[src/hdl/des_block_cipher_macros.svh]
// Assertion macros used by the cipher controller.
// Each macro expects i_clk and i_rst_n in the scope where it is used.
`ifndef DES_BLOCK_CIPHER_MACROS_SVH
`define DES_BLOCK_CIPHER_MACROS_SVH

// The consequent must hold in the same cycle as the antecedent.
`define DES_ASSERT_SAME(lbl, ante, cons) \
    lbl: assert property (@(posedge i_clk) disable iff (!i_rst_n) (ante) |-> (cons)) \
        else $error("des_block_cipher: same-cycle check failed");

// The consequent must hold in the cycle after the antecedent.
`define DES_ASSERT_NEXT(lbl, ante, cons) \
    lbl: assert property (@(posedge i_clk) disable iff (!i_rst_n) (ante) |=> (cons)) \
        else $error("des_block_cipher: next-cycle check failed");

`endif

[src/hdl/des_pkg.sv]
package des_pkg;

    localparam int unsigned ROUNDS_DEFAULT = 16;

    typedef struct packed {
        logic load;
        logic round;
        logic out_load;
    } t_dp_cmd;

    typedef struct packed {
        logic last_round;
    } t_dp_status;

    localparam int unsigned TAB_IP [64] = '{
        58,50,42,34,26,18,10,2, 60,52,44,36,28,20,12,4,
        62,54,46,38,30,22,14,6, 64,56,48,40,32,24,16,8,
        57,49,41,33,25,17,9,1,  59,51,43,35,27,19,11,3,
        61,53,45,37,29,21,13,5, 63,55,47,39,31,23,15,7 };

    localparam int unsigned TAB_FP [64] = '{
        40,8,48,16,56,24,64,32, 39,7,47,15,55,23,63,31,
        38,6,46,14,54,22,62,30, 37,5,45,13,53,21,61,29,
        36,4,44,12,52,20,60,28, 35,3,43,11,51,19,59,27,
        34,2,42,10,50,18,58,26, 33,1,41,9,49,17,57,25 };

    localparam int unsigned TAB_E [48] = '{
        32,1,2,3,4,5, 4,5,6,7,8,9, 8,9,10,11,12,13, 12,13,14,15,16,17,
        16,17,18,19,20,21, 20,21,22,23,24,25, 24,25,26,27,28,29,
        28,29,30,31,32,1 };

    localparam int unsigned TAB_P [32] = '{
        16,7,20,21,29,12,28,17, 1,15,23,26,5,18,31,10,
        2,8,24,14,32,27,3,9,    19,13,30,6,22,11,4,25 };

    localparam int unsigned TAB_PC1 [56] = '{
        57,49,41,33,25,17,9, 1,58,50,42,34,26,18,
        10,2,59,51,43,35,27, 19,11,3,60,52,44,36,
        63,55,47,39,31,23,15, 7,62,54,46,38,30,22,
        14,6,61,53,45,37,29, 21,13,5,28,20,12,4 };

    localparam int unsigned TAB_PC2 [48] = '{
        14,17,11,24,1,5, 3,28,15,6,21,10, 23,19,12,4,26,8, 16,7,27,20,13,2,
        41,52,31,37,47,55, 30,40,51,45,33,48, 44,49,39,56,34,53,
        46,42,50,36,29,32 };

    localparam int unsigned SHIFTS [16] = '{1,1,2,2,2,2,2,2,1,2,2,2,2,2,2,1};

    localparam int unsigned SBOX [8][4][16] = '{
        '{'{14,4,13,1,2,15,11,8,3,10,6,12,5,9,0,7},'{0,15,7,4,14,2,13,1,10,6,12,11,9,5,3,8},
          '{4,1,14,8,13,6,2,11,15,12,9,7,3,10,5,0},'{15,12,8,2,4,9,1,7,5,11,3,14,10,0,6,13}},
        '{'{15,1,8,14,6,11,3,4,9,7,2,13,12,0,5,10},'{3,13,4,7,15,2,8,14,12,0,1,10,6,9,11,5},
          '{0,14,7,11,10,4,13,1,5,8,12,6,9,3,2,15},'{13,8,10,1,3,15,4,2,11,6,7,12,0,5,14,9}},
        '{'{10,0,9,14,6,3,15,5,1,13,12,7,11,4,2,8},'{13,7,0,9,3,4,6,10,2,8,5,14,12,11,15,1},
          '{13,6,4,9,8,15,3,0,11,1,2,12,5,10,14,7},'{1,10,13,0,6,9,8,7,4,15,14,3,11,5,2,12}},
        '{'{7,13,14,3,0,6,9,10,1,2,8,5,11,12,4,15},'{13,8,11,5,6,15,0,3,4,7,2,12,1,10,14,9},
          '{10,6,9,0,12,11,7,13,15,1,3,14,5,2,8,4},'{3,15,0,6,10,1,13,8,9,4,5,11,12,7,2,14}},
        '{'{2,12,4,1,7,10,11,6,8,5,3,15,13,0,14,9},'{14,11,2,12,4,7,13,1,5,0,15,10,3,9,8,6},
          '{4,2,1,11,10,13,7,8,15,9,12,5,6,3,0,14},'{11,8,12,7,1,14,2,13,6,15,0,9,10,4,5,3}},
        '{'{12,1,10,15,9,2,6,8,0,13,3,4,14,7,5,11},'{10,15,4,2,7,12,9,5,6,1,13,14,0,11,3,8},
          '{9,14,15,5,2,8,12,3,7,0,4,10,1,13,11,6},'{4,3,2,12,9,5,15,10,11,14,1,7,6,0,8,13}},
        '{'{4,11,2,14,15,0,8,13,3,12,9,7,5,10,6,1},'{13,0,11,7,4,9,1,10,14,3,5,12,2,15,8,6},
          '{1,4,11,13,12,3,7,14,10,15,6,8,0,5,9,2},'{6,11,13,8,1,4,10,7,9,5,0,15,14,2,3,12}},
        '{'{13,2,8,4,6,15,11,1,10,9,3,14,5,0,12,7},'{1,15,13,8,10,3,7,4,12,5,6,11,0,14,9,2},
          '{7,11,4,1,9,12,14,2,0,6,10,13,15,3,5,8},'{2,1,14,7,4,10,8,13,15,12,9,0,3,5,6,11}} };

    // Table bit 1 is the most significant bit of each field.
    function automatic logic [63:0] perm_ip(input logic [63:0] v);
        logic [63:0] r;
        r = '0;
        for (int i = 0; i < 64; i++) r[63-i] = v[64-TAB_IP[i]];
        return r;
    endfunction

    function automatic logic [63:0] perm_fp(input logic [63:0] v);
        logic [63:0] r;
        r = '0;
        for (int i = 0; i < 64; i++) r[63-i] = v[64-TAB_FP[i]];
        return r;
    endfunction

    function automatic logic [55:0] perm_pc1(input logic [63:0] v);
        logic [55:0] r;
        r = '0;
        for (int i = 0; i < 56; i++) r[55-i] = v[64-TAB_PC1[i]];
        return r;
    endfunction

    function automatic logic [47:0] perm_pc2(input logic [55:0] v);
        logic [47:0] r;
        r = '0;
        for (int i = 0; i < 48; i++) r[47-i] = v[56-TAB_PC2[i]];
        return r;
    endfunction

    function automatic logic [27:0] rot_left(input logic [27:0] v, input int unsigned s);
        logic [55:0] t;
        t = {v, v} << s;
        return t[55:28];
    endfunction

    function automatic logic [27:0] rot_right(input logic [27:0] v, input int unsigned s);
        logic [55:0] t;
        t = {v, v} >> s;
        return t[27:0];
    endfunction

    // Total left rotation of C and D after the first n rounds of the schedule.
    function automatic int unsigned shift_total(input int unsigned n);
        int unsigned sum;
        sum = 0;
        for (int i = 0; i < 16; i++) begin
            if (i < n) sum += SHIFTS[i];
        end
        return sum;
    endfunction

    // Round function: expansion, key mix, S-boxes and P permutation.
    function automatic logic [31:0] feistel(input logic [31:0] r, input logic [47:0] k);
        logic [47:0] e;
        logic [31:0] s;
        logic [31:0] p;
        logic [5:0]  six;
        e = '0;
        s = '0;
        p = '0;
        six = '0;
        for (int i = 0; i < 48; i++) e[47-i] = r[32-TAB_E[i]];
        e = e ^ k;
        for (int i = 0; i < 8; i++) begin
            six = e[47-6*i -: 6];
            s[31-4*i -: 4] = 4'(SBOX[i][{six[5], six[0]}][six[4:1]]);
        end
        for (int i = 0; i < 32; i++) p[31-i] = s[32-TAB_P[i]];
        return p;
    endfunction

endpackage

[src/hdl/des_ctrl.sv]
`include "des_block_cipher_macros.svh"

module des_ctrl (
    input  logic                  i_clk,
    input  logic                  i_rst_n,
    input  logic                  i_valid,
    output logic                  o_stall,
    output logic                  o_valid,
    input  logic                  i_stall,
    input  des_pkg::t_dp_status   i_status,
    output des_pkg::t_dp_cmd      o_cmd
);

    localparam logic [1:0] ST_IDLE   = 2'd0;
    localparam logic [1:0] ST_ROUND  = 2'd1;
    localparam logic [1:0] ST_FINISH = 2'd2;

    logic [1:0] r_state;
    logic [1:0] n_state;
    logic       r_out_valid;
    logic       n_out_valid;
    logic       out_free;
    logic       in_ready;
    logic       accept;

    // The output register can take a new beat when empty or when its beat leaves now.
    assign out_free = !r_out_valid || !i_stall;
    assign in_ready = (r_state == ST_IDLE) || ((r_state == ST_FINISH) && out_free);
    assign accept   = i_valid && in_ready;
    assign o_stall  = !in_ready;
    assign o_valid  = r_out_valid;

    assign o_cmd.load     = accept;
    assign o_cmd.round    = (r_state == ST_ROUND);
    assign o_cmd.out_load = (r_state == ST_FINISH) && out_free;

    always_comb begin
        n_state = r_state;
        unique case (r_state)
            ST_IDLE: begin
                if (accept) n_state = ST_ROUND;
            end
            ST_ROUND: begin
                if (i_status.last_round) n_state = ST_FINISH;
            end
            ST_FINISH: begin
                if (out_free) n_state = accept ? ST_ROUND : ST_IDLE;
            end
            default: begin
                n_state = ST_IDLE;
            end
        endcase
    end

    always_comb begin
        n_out_valid = r_out_valid;
        if (o_cmd.out_load) begin
            n_out_valid = 1'b1;
        end else if (!i_stall) begin
            n_out_valid = 1'b0;
        end
    end

    always_ff @(posedge i_clk) begin
        if (!i_rst_n) begin
            r_state     <= ST_IDLE;
            r_out_valid <= 1'b0;
        end else begin
            r_state     <= n_state;
            r_out_valid <= n_out_valid;
        end
    end

    `DES_ASSERT_NEXT(a_accept_starts_rounds, accept, r_state == ST_ROUND)
    `DES_ASSERT_NEXT(a_last_round_finishes, (r_state == ST_ROUND) && i_status.last_round, r_state == ST_FINISH)
    `DES_ASSERT_NEXT(a_result_shown, o_cmd.out_load, r_out_valid)
    `DES_ASSERT_SAME(a_busy_stalls_input, r_state == ST_ROUND, o_stall)

endmodule

[src/hdl/des_datapath.sv]
module des_datapath #(
    parameter int unsigned ROUNDS = des_pkg::ROUNDS_DEFAULT
) (
    input  logic                  i_clk,
    input  logic                  i_rst_n,
    input  logic                  i_cfg_wr_en,
    input  logic [63:0]           i_cfg_wr_data,
    input  logic                  i_op,
    input  logic [63:0]           i_data_in,
    input  des_pkg::t_dp_cmd      i_cmd,
    output des_pkg::t_dp_status   o_status,
    output logic [63:0]           o_data_out
);

    localparam int unsigned RW      = (ROUNDS > 1) ? $clog2(ROUNDS) : 1;
    localparam logic [3:0]  LAST    = 4'(ROUNDS - 1);
    // Decryption starts from the C and D halves as they stand after the last round.
    localparam int unsigned DEC_ROT = des_pkg::shift_total(ROUNDS) % 28;

    logic [63:0]   r_key;
    logic          r_dec;
    logic [31:0]   r_left;
    logic [31:0]   r_right;
    logic [55:0]   r_cd;
    logic [RW-1:0] r_round;
    logic [63:0]   r_data_out;

    logic [63:0] ip_blk;
    logic [55:0] pc1_cd;
    logic [55:0] n_cd_start;
    logic [3:0]  enc_idx;
    logic [3:0]  dec_idx;
    logic [27:0] c_cur;
    logic [27:0] d_cur;
    logic [27:0] c_left;
    logic [27:0] d_left;
    logic [27:0] c_right;
    logic [27:0] d_right;
    logic [55:0] cd_key;
    logic [55:0] n_cd;
    logic [47:0] sub_key;
    logic [31:0] n_right;

    assign ip_blk = des_pkg::perm_ip(i_data_in);
    assign pc1_cd = des_pkg::perm_pc1(r_key);
    assign n_cd_start = i_op ? {des_pkg::rot_left(pc1_cd[55:28], DEC_ROT),
                                des_pkg::rot_left(pc1_cd[27:0], DEC_ROT)} : pc1_cd;

    assign enc_idx = 4'(r_round);
    assign dec_idx = LAST - 4'(r_round);
    assign c_cur   = r_cd[55:28];
    assign d_cur   = r_cd[27:0];

    assign c_left  = (des_pkg::SHIFTS[enc_idx] == 2) ? des_pkg::rot_left(c_cur, 2)
                                                     : des_pkg::rot_left(c_cur, 1);
    assign d_left  = (des_pkg::SHIFTS[enc_idx] == 2) ? des_pkg::rot_left(d_cur, 2)
                                                     : des_pkg::rot_left(d_cur, 1);
    assign c_right = (des_pkg::SHIFTS[dec_idx] == 2) ? des_pkg::rot_right(c_cur, 2)
                                                     : des_pkg::rot_right(c_cur, 1);
    assign d_right = (des_pkg::SHIFTS[dec_idx] == 2) ? des_pkg::rot_right(d_cur, 2)
                                                     : des_pkg::rot_right(d_cur, 1);

    // Encryption rotates before taking the key; decryption takes the key, then undoes the rotation.
    assign cd_key    = r_dec ? r_cd : {c_left, d_left};
    assign n_cd      = r_dec ? {c_right, d_right} : {c_left, d_left};
    assign sub_key   = des_pkg::perm_pc2(cd_key);
    assign n_right   = r_left ^ des_pkg::feistel(r_right, sub_key);

    assign o_status.last_round = (r_round == RW'(ROUNDS - 1));
    assign o_data_out          = r_data_out;

    always_ff @(posedge i_clk) begin
        if (!i_rst_n) begin
            r_key   <= '0;
            r_round <= '0;
        end else begin
            if (i_cfg_wr_en) r_key <= i_cfg_wr_data;
            if (i_cmd.load) begin
                r_round <= '0;
            end else if (i_cmd.round && !o_status.last_round) begin
                r_round <= r_round + RW'(1);
            end
        end
    end

    always_ff @(posedge i_clk) begin
        if (i_cmd.load) begin
            r_dec   <= i_op;
            r_left  <= ip_blk[63:32];
            r_right <= ip_blk[31:0];
            r_cd    <= n_cd_start;
        end else if (i_cmd.round) begin
            r_left  <= r_right;
            r_right <= n_right;
            r_cd    <= n_cd;
        end
        if (i_cmd.out_load) r_data_out <= des_pkg::perm_fp({r_right, r_left});
    end

endmodule

[src/hdl/des_block_cipher.sv]
// DES block cipher, one 64-bit block per input beat.
// The key is written through i_cfg_wr_en / i_cfg_wr_data and must only be changed while
// the block is idle. It resets to zero.
// Input channel: i_valid, o_stall, i_op (0 encrypt, 1 decrypt) and i_data_in. A beat is
// taken at a rising edge with i_valid high and o_stall low.
// Output channel: o_valid, i_stall and o_data_out, one result beat for every input beat.
// Each block is processed one Feistel round at a time, then the final permutation is applied
// into the output register. A new block is taken only once the current one has finished its
// rounds, as a single round unit is shared by all rounds; the round keys are rotated along
// with it.
// While a result waits in the output register the next block is taken and processed. Should
// the receiver still stall when that block finishes, it is held and o_stall stays high until
// the output register frees.
// Reset is synchronous and active low; it empties the block and clears the key.
module des_block_cipher #(
    parameter int unsigned ROUNDS = des_pkg::ROUNDS_DEFAULT
) (
    input  logic        i_clk,
    input  logic        i_rst_n,
    input  logic        i_cfg_wr_en,
    input  logic [63:0] i_cfg_wr_data,
    input  logic        i_valid,
    output logic        o_stall,
    input  logic        i_op,
    input  logic [63:0] i_data_in,
    output logic        o_valid,
    input  logic        i_stall,
    output logic [63:0] o_data_out
);

    // Commands from the controller and status back from the datapath.
    des_pkg::t_dp_cmd    dp_cmd;
    des_pkg::t_dp_status dp_status;

    des_ctrl u_ctrl (
        .i_clk    (i_clk),
        .i_rst_n  (i_rst_n),
        .i_valid  (i_valid),
        .o_stall  (o_stall),
        .o_valid  (o_valid),
        .i_stall  (i_stall),
        .i_status (dp_status),
        .o_cmd    (dp_cmd)
    );

    des_datapath #(
        .ROUNDS (ROUNDS)
    ) u_datapath (
        .i_clk         (i_clk),
        .i_rst_n       (i_rst_n),
        .i_cfg_wr_en   (i_cfg_wr_en),
        .i_cfg_wr_data (i_cfg_wr_data),
        .i_op          (i_op),
        .i_data_in     (i_data_in),
        .i_cmd         (dp_cmd),
        .o_status      (dp_status),
        .o_data_out    (o_data_out)
    );

endmodule
[config.mk]
export PLATFORM = sky130hd
export DESIGN_NAME = des_block_cipher
export DESIGN_NICKNAME = d
export VERILOG_FILES = /design/src/hdl/des_pkg.sv /design/src/hdl/des_ctrl.sv /design/src/hdl/des_datapath.sv /design/src/hdl/des_block_cipher.sv
export VERILOG_INCLUDE_DIRS = /design/src /design/src/hdl
export SDC_FILE = /design/constraint.sdc
export NUM_CORES = 1
export LEC_CHECK = 0
export CORE_MARGIN = 5
export CORE_UTILIZATION = 25
export CTS_BUF_LIST = sky130_fd_sc_hd__clkbuf_16
export DETAILED_ROUTE_END_ITERATION = 12
export DONT_BUFFER_PORTS = 1
export PLACE_DENSITY_LB_ADDON = 0.2
export SYNTH_ARGS = -nofsm -noshare
export SYNTH_HDL_FRONTEND = slang
export SYNTH_HIERARCHICAL = 1
export SYNTH_SLANG_ARGS = --single-unit
[constraint.sdc]
create_clock -name i_clk -period 5.8 [get_ports i_clk]
set_clock_uncertainty 0.15 [all_clocks]
set_input_delay 0.29 -clock i_clk [delete_from_list [all_inputs] [get_ports i_clk]]
set_output_delay 0.29 -clock i_clk [all_outputs]
set_load 0.05 [all_outputs]
==> results_dict.tcl <==
set metrics [dict create \
    syn_to_final_growth_pct 24.1 \
    grtUsageMet2 0.281 \
    cp-startpoint "u_datapath/enc_idx[1]" \
    num_rows 100 \
    required_ns 5.93 \
    ys_seq_area_frac 0.360 \
    gr-usage-met1 0.229 \
    yosysTopAreaCell "edfxtp_1" \
    initial_core_util 0.253 \
    final_common_cell "nand2_1" \
    multi_input_area_sq_um 11200 \
    drive_gt1_frac 0.134 \
    synthCells 2008 \
    dp_cells 2925 \
    ant_nets 0 \
    crit_family "simple AND/OR/NAND/NOR gates" \
    final_cells 3190 \
    fin_tns_setup_ns 0 \
    die_area_sq_um 81300 \
    io_buffers 0 \
    grt_antenna_before_repair 2 \
    ir_drop_mv 0.196 \
    fmax_mhz 191 \
    post-route-period-util 0.901 \
    numCtsBuffers 35 \
    post-route-drc-count 0 \
    synth_cell_types 91 \
    globalRoute.busiestLayer "met2" \
    worst_pin_slew_ns 1.16 \
    crit_chain "inv_1 -> ha_1 -> mux2i_4 -> buf_4 -> nor3_1 -> o31ai_1 -> nand2_1 -> ha_1 -> inv_1 -> nor2_1 -> mux2i_1 -> a21boi_0 -> o2111a_1 -> nor4_1 -> buf_4 -> xor2_1 -> o21ai_1" \
    slowest_delay_ns 0.60 \
    arrival_ns 5.36 \
    pre_cts_ws_ns 0.559 \
    grt_max_degree 82 \
    dr.first_iter.drc_count 1475 \
    layout_common_cells "nand2_1, dlygate4sd3_1, edfxtp_1" \
    p_sw_mw 5.93 \
    nFillCells 7688 \
    ys.flop_type "edfxtp_1" \
    cts_root_buf "clkbuf_16" \
    power.internal_mw 7.03 \
    crit_path_top_delay_cell "mux2i_4" \
    worst_setup_path_end_kind "register" \
    start_kind "register" \
    grt_use_met3 0.0381 \
    combPwrFrac 0.595 \
    slew_viol_final 0 \
    hold_viol_final 0 \
    worst_skew_pair.late_latency_ns 0.56 \
    status "complete, no violations" \
    critPathMaxFanout 14 \
    min-delay-start "i_stall" \
    synth_edf_count 185 \
    io_pins 200 \
    cts_num_sinks 248 \
    postCtsSetupRepairBufs 0 \
    grt_pass1_vias 16700 \
    grt_overflow 0 \
    cts_buffer_depth 3 \
    synth_area_leaders "edfxtp_1, dfxtp_1, mux2i_1" \
    globalRouteTotalUtil 0.173 \
    async_flop_share 0 \
    gp_congestion 0.883 \
    wirelength_mm 73.4 \
    yosysWarnings 6 \
    reg2reg_from "u_datapath/enc_idx[1]" \
    powerDensity_nw_per_um2 552 \
    p_seq_frac 0.234 \
    wl_per_cell_um 23.0 \
    criticalPathCategory "register to register" \
    period_needed_ns 5.23 \
    clk_pin_slew_ns 0.06 \
    first_pass_iters 5 \
    die_x_um 285 \
    rsz0062_at_grt "false" \
    ys_ff_latch 248 \
    syn-cell-area_sq_um 18900 \
    cts_tree "done" \
    hold_path_class "primary input to register" \
    vias 17200 \
    regArea_sq_um 6820 \
    clkPwrFrac 0.172 \
    drv_cap 0 \
    relSlewSlack 0.223 \
    grt_pass1_wl_mm 109 \
    dpl.hpwl_mm 52.9 \
    core_area_sq_um 74700 \
    p_leak_nw 8.58 \
    ctsResizeCount 0 \
    nets 2388 \
    dieHeight_um 285 \
    total_power_mw 13.0 \
    htreeDepth 2 \
    fin_ws_ns 0.574 \
    viasPerCell 5.38 \
    setup_viol 0 \
    sw_frac_of_total 0.457 \
    yosysTopAreaCellShare 0.294 \
    syn_nets 2204 \
    path_buf_inv 4 \
    syn_avg_cell_area_sq_um 9.42 \
]
## cell usage after synthesis (18+ instances only)
cell type	instances
a211oi_1	39
a21o_1	18
a21oi_1	50
a311oi_1	20
a31oi_1	21
buf_2	42
clkbuf_1	88
dfxtp_1	63
edfxtp_1	185
ha_1	62
inv_1	60
mux2_2	44
mux2i_1	117
nand2_1	231
nand2b_1	25
nand3_1	62
nor2_1	91
nor2b_1	63
nor3_1	84
nor4_1	24
o211ai_1	46
o21a_1	23
o21ai_0	92
o221ai_1	32
or3_1	18
xnor2_1	45
xor2_1	29
## cell families after synthesis
family	count (synthesis)	synth area share
AND/OR/NAND/NOR	672	0.175
AO/OA/AOI/OAI	538	0.217
flip-flops	248	0.360
buffers and inverters	218	0.0492
multiplexers	182	0.111
XOR/XNOR	88	0.0466
adder cells (fa/ha/maj)	62	0.0410
## layout make-up
| cell class | count | area share |
|---|---|---|
| multi-input combinational | 1542 | 0.479 |
| sequential | 248 | 0.290 |
| timing repair buffer | 298 | 0.118 |
| tap | 969 | 0.0516 |
| clock buffer | 38 | 0.0405 |
| inverter | 67 | 0.0107 |
| clock inverter | 26 | 0.00996 |
| antenna | 2 | 0.000213 |
## routing by layer
layer	part of all wire	up-vias
met5	0	-
met4	0.034	0
met3	0.076	106
met2	0.46	618
met1	0.43	8357
li1	-	8069
## metrics by stage
step	hold WS, ns	util	cell area (sq um)
2_1_floorplan	0.239	-	18900
3_3_place_gp	0.239	0.272	20300
3_5_place_dp	0.239	0.272	20300
4_1_cts	0.00526	0.314	23500
5_1_grt	0.0256	0.314	23500
6_report	0.0330	0.314	23500
## what timing repair did
action	CTS	global route
hold endpoints to repair	127	0
hold buffers	199	0
setup endpoints to repair	0	0
## state kept, by name (all words and copies together) (netlist names)
signal                 flops
u_datapath/r_key          56
u_datapath/r_left         32
u_ctrl/o_valid             1
u_datapath/r_right        32
u_datapath/o_data_out     64
u_datapath/r_cd           56
u_datapath/enc_idx         4
u_ctrl/r_state             2
u_datapath/r_dec           1
## final timing paths
path	to	slack, ns	depth (start not counted)
worst min-delay path	u_datapath/o_data_out[13]	0.03	2
worst min register to register	u_datapath/o_data_out[30]	0.31	0
worst max register to register	u_datapath/r_right[1]	0.57	17
worst max-delay path	u_datapath/r_right[1]	0.57	17
## worst reg2reg max path, delay by kind of cell (launching register included)
family	cells	cell delay, ns
xor+xnor	1	0.16
fa+ha+maj	2	0.68
compound gates	4	1.06
mux	2	0.78
flops	1	0.40
buf+inv	4	0.69
simple gates	4	1.08
## power groups by stage
stage | clock network, mW | registers (mW) | logic, mW
final | 2.22 | 3.03 | 7.71
after global placement | 0 | 3.07 | 7.44
after CTS | 2.31 | 3.04 | 7.67
after floorplan | 0 | 2.67 | 5.55
after global routing | 2.38 | 3.07 | 8.44
after detailed placement | 0 | 3.08 | 7.50
Note: power is estimated with default switching activity, not from simulation.
